## config.mk

```make
export PLATFORM = sky130hd
export DESIGN_NAME = rrt_divider
export DESIGN_NICKNAME = d
export VERILOG_FILES = /design/src/rtl/core/rrt_pkg.sv /design/src/rtl/core/rrt_divider.sv
export SDC_FILE = /design/constraint.sdc
export NUM_CORES = 2
export LEC_CHECK = 0
export ABC_AREA = 0
export BUFFER_PORTS_ARGS = -buffer_cell sky130_fd_sc_hd__buf_2
export CAP_MARGIN = 30
export CORE_AREA = 4 4 529 531
export CTS_CLUSTER_SIZE = 16
export DETAILED_ROUTE_END_ITERATION = 8
export DIE_AREA = 0 0 533 535
export PLACE_DENSITY_LB_ADDON = 0.2
export SYNTH_ARGS = -nofsm -noshare
export SYNTH_HDL_FRONTEND = slang
export SYNTH_SLANG_ARGS = --single-unit
```

## constraint.sdc

```tcl
create_clock -name clock -period 4.4 [get_ports clock]
set_input_delay 0.88 -clock clock [delete_from_list [all_inputs] [get_ports clock]]
set_output_delay 0.88 -clock clock [all_outputs]
set_load 0.01 [all_outputs]
```

## src/rtl/core/rrt_pkg.sv

```systemverilog
`default_nettype none
package rrt_pkg;

   localparam int unsigned QBITS = 29;
   localparam int unsigned DIV_LAT = 31;
   localparam logic signed [29:0] ONE_Q28 = 30'sd268435456;

   typedef struct packed {
      logic [63:0]        first_orient;
      logic signed [31:0] first_pos_x;
      logic signed [31:0] first_pos_y;
      logic signed [31:0] first_pos_z;
      logic [63:0]        second_orient;
      logic signed [31:0] second_pos_x;
      logic signed [31:0] second_pos_y;
      logic signed [31:0] second_pos_z;
   } rrt_req_type;

   typedef struct packed {
      logic signed [15:0] rel_rot_00;
      logic signed [15:0] rel_rot_01;
      logic signed [15:0] rel_rot_02;
      logic signed [15:0] rel_rot_10;
      logic signed [15:0] rel_rot_11;
      logic signed [15:0] rel_rot_12;
      logic signed [15:0] rel_rot_20;
      logic signed [15:0] rel_rot_21;
      logic signed [15:0] rel_rot_22;
      logic signed [31:0] rel_shift_x;
      logic signed [31:0] rel_shift_y;
      logic signed [31:0] rel_shift_z;
   } rrt_rsp_type;

   typedef struct packed {
      logic             valid;
      logic             zero1;
      logic             zero2;
      logic [2:0][32:0] diff;
   } rrt_side_type;

endpackage
`default_nettype wire

```

## src/rtl/core/rrt_divider.sv

```systemverilog
`default_nettype none
module rrt_divider
   import rrt_pkg::*;
(
   input  wire logic               clock,
   input  wire logic signed [33:0] num,
   input  wire logic        [32:0] norm,
   output logic signed      [29:0] quot
);

   logic        neg_in;
   logic [33:0] mag_full;
   logic [60:0] dvd;

   logic [32:0]       rem_ff  [0:QBITS];
   logic [QBITS-1:0]  low_ff  [0:QBITS];
   logic [QBITS-1:0]  q_ff    [0:QBITS];
   logic [32:0]       n_ff    [0:QBITS];
   logic              neg_ff  [0:QBITS];
   logic signed [29:0] quot_ff;

   always_comb begin
      neg_in   = num[33];
      mag_full = neg_in ? 34'(-num) : 34'(num);
      dvd      = {mag_full[32:0], 28'd0} + 61'(norm >> 1);
   end

   always_ff @(posedge clock) begin
      rem_ff[0] <= {1'b0, dvd[60:29]};
      low_ff[0] <= dvd[28:0];
      q_ff[0]   <= '0;
      n_ff[0]   <= norm;
      neg_ff[0] <= neg_in;
   end

   for (genvar s = 0; s < QBITS; s++) begin : g_step
      logic [33:0] trial;
      logic [33:0] diff;
      logic        ge;
      always_comb begin
         trial = {rem_ff[s], low_ff[s][QBITS-1]};
         diff  = trial - {1'b0, n_ff[s]};
         ge    = trial >= {1'b0, n_ff[s]};
      end
      always_ff @(posedge clock) begin
         rem_ff[s+1] <= ge ? diff[32:0] : trial[32:0];
         low_ff[s+1] <= {low_ff[s][QBITS-2:0], 1'b0};
         q_ff[s+1]   <= {q_ff[s][QBITS-2:0], ge};
         n_ff[s+1]   <= n_ff[s];
         neg_ff[s+1] <= neg_ff[s];
      end
   end

   always_ff @(posedge clock) begin
      quot_ff <= neg_ff[QBITS] ? -$signed({1'b0, q_ff[QBITS]}) : $signed({1'b0, q_ff[QBITS]});
   end

   assign quot = quot_ff;

endmodule
`default_nettype wire

```

==> results.toml <==
[layout]
fin_nets = 12990
final_layout_size_suffix_gt1_share_pct = 8.692
area_delta_synth_final_pct = 13.91
final.fill_count = 26310
final_core_util_pct = 45.37

[floorplanning]
die_h_um = 535
io_pins = 98
die_w_um = 533
die_area_um2 = 285200
rows = 193
core_um2 = 275500
initial_core_util_pct = 39.83

[setup_path]
critPathLaunchType = "register"
crit_path_end_kind = "register"
cp.required_ps = 5140
arrival_ps = 4970
worstSetupPathType = "reg2reg"
crit_fanout = 34

[yosys]
yosys.cell_types.count = 87
async_flop_share_pct = 0
synth_area_leader_cell = "dfxtp_1"
synth.top_cells.by_area = "dfxtp_1 44%, ha_1 11%, xnor2_1 4.4%"
yosys_warnings = 0
netlist_instances = 11640
synth_ff_type = "dfxtp_1"
synth_fp_nets = 12700
ys_seq_area_share_pct = 43.94
syn_area_um2 = 109700
ys_seq_elements = 2409
synth-edff-count = 0
synth.avg_cell_area_um2 = 9.430
synth_top_area_share_pct = 43.94

[route]
vias = 81240
wl_per_cell_um = 17.68
ant_nets = 0
drt-initial-drc-count = 5437
drt-total-wl_um = 280100
first_pass_iters = 6
vias_per_cell = 5.126
drc = 0

[global_routing]
grt_usage_pct = 18.94
antenna_found_initial = 9
grt_pass1_vias = 79530
grt_start_max_net_pins = 67
grt_overflow_total = 0
grt_pass1_wl_um = 438900

[outcome]
status = "finished, final reports clean"

[clocking]
cts.sinks = 2409
path_clk_slew_ps = 60
htree_levels = 5
clk_path_buf_depth = 4
cts_setup_buffers = 0
cts_root_buf = "clkbuf_16"
cts_tree = "done"
hold_buffers = 0
cts_buffers = 278
cts_resized = 0
clk_latency_ps = 880

[timing]
timing.final.ws_setup_ps = 167.1
slew_viol_final = 0
relSlewSlack_pct = 30.81
fin_crit_sh_pct = 96.20
setup_viol = 0
hold_viol = 0
holdWs_ps = 108.7
worst_slew_pin_slew_ps = 1029
tns_ps = 0
clock_skew_ps = 40.26
finalCriticalPeriod_ps = 4233
rsz0062_at_grt = "no"
max_clock_freq_ghz = 0.2362

[pwr]
pwr-share-clk_pct = 21.5
pwr_density_cell_nw_per_um2 = 877.5
seq_power_share_pct = 31.1
switchingPower_uw = 42360
peakVddDrop_mv = 0.3516
p_int_uw = 67330
total_power_uw = 109700
comb_power_share_pct = 47.4
swShare_pct = 38.62
p_leak_uw = 0.05714

[place]
hpwl_um = 221600
finalWeightedCongestion = 0.9067
pre_cts_ws_ps = 229.8
io_buffers = 97

[job]
cap_violations = 0

[hold_path]
hold_class = "in2reg"
## power groups by stage
stage	Clock (uW)	Sequential, uW	Combinational, uW
floorplan	0	32200	39800
global placement	0	34900	50600
detailed placement	0	34800	51300
CTS	24400	34400	51800
global route	25300	34900	58100
finish	23500	34100	52000
## cell type report
| cell class | count | area [um2] | area share [%] |
|---|---|---|---|
| antenna | 6 | 15.01 | 0.01201 |
| clock buffer | 370 | 7752 | 6.202 |
| clock inverter | 118 | 1673 | 1.338 |
| inverter | 1205 | 4523 | 3.618 |
| multi-input combinational | 7784 | 56280 | 45.02 |
| sequential | 2409 | 48230 | 38.58 |
| tap | 3705 | 4636 | 3.708 |
| timing repair buffer | 251 | 1899 | 1.519 |
## path summary, 6_finish.rpt
path | from | end | slack, ps | depth (start not counted)
worst max-delay path | n_ff[17][12] | rem_ff[18][1] | 170 | 15
worst min-delay path | norm[7] | n_ff[0][7] | 110 | 1
worst max register to register | n_ff[17][12] | rem_ff[18][1] | 170 | 15
worst min register to register | q_ff[19][1] | q_ff[20][2] | 310 | 0
## stage by stage
| stage | cell area [um2] | cells |
|---|---|---|
| after floorplan | 109700 | 11640 |
| after global placement | 115500 | 15350 |
| after detailed placement | 115500 | 15350 |
| after CTS | 125000 | 15840 |
| after global routing | 125000 | 15850 |
| final | 125000 | 15850 |
## state kept, by name, indices dropped and copies added, names as in the netlist
signal and cells:
q_ff 435, quot 30, n_ff 957, rem_ff 956, low_ff 1, neg_ff 30
## metal layers
layer	GRT usage [%]	up-vias	wire length, um
li1	-	41120	-
met1	26.45	38020	134100
met2	30.94	1724	126100
met3	2.796	376	14280
met4	4.202	0	5687
met5	0	-	0
## logic make-up after synthesis
| group | Yosys count | share of synthesized area, % |
|---|---|---|
| compound gates | 3082 | 17.57 |
| xor+xnor | 885 | 7.063 |
| fa+ha+maj | 992 | 11.51 |
| buf+inv | 1445 | 4.988 |
| flops | 2409 | 43.94 |
| mux | 474 | 4.828 |
| simple gates | 2351 | 10.10 |
## cells in the final DEF (no fill, tap or decap), types with 79 or more instances in the layout
cell | netlist | layout
a211oi_1 | 88 | 86
a21o_1 | 467 | 467
a21oi_1 | 924 | 922
a31oi_1 | 99 | 95
and3_1 | 79 | 79
buf_2 | 31 | 97
buf_4 | 3 | 134
clkbuf_16 | 0 | 278
dfxtp_1 | 2409 | 2409
ha_1 | 963 | 963
inv_1 | 1202 | 1202
mux2_1 | 175 | 175
mux2_2 | 268 | 268
nand2_1 | 793 | 793
nand2b_1 | 104 | 104
nand3_1 | 196 | 196
nand4_1 | 140 | 140
nor2_1 | 563 | 563
nor2b_1 | 108 | 108
nor3_1 | 142 | 142
o21a_1 | 115 | 115
o21ai_0 | 694 | 694
o21bai_1 | 155 | 155
xnor2_1 | 552 | 552
xor2_1 | 333 | 333
## cells in the mapped netlist (104+ instances only)
library cell / instances
a21o_1: 467
a21oi_1: 924
clkbuf_1: 198
dfxtp_1: 2409
ha_1: 963
inv_1: 1202
mux2_1: 175
mux2_2: 268
nand2_1: 793
nand2b_1: 104
nand3_1: 196
nand4_1: 140
nor2_1: 563
nor2b_1: 108
nor3_1: 142
o21a_1: 115
o21ai_0: 694
o21bai_1: 155
xnor2_1: 552
xor2_1: 333
## critical path, stage by stage, from the launching register on
cell and delay [ps]:
dfxtp_1 310, inv_1 150, ha_1 190, inv_1 60, fa_1 410, a21o_1 200, a21oi_1 220, o21bai_1 180
a21oi_1 420, o221ai_1 230, o41ai_2 300, nand2_1 110, a221o_1 390, a211oi_4 280, buf_12 270, mux2_1 350
Power figures use the tool's default switching activity.
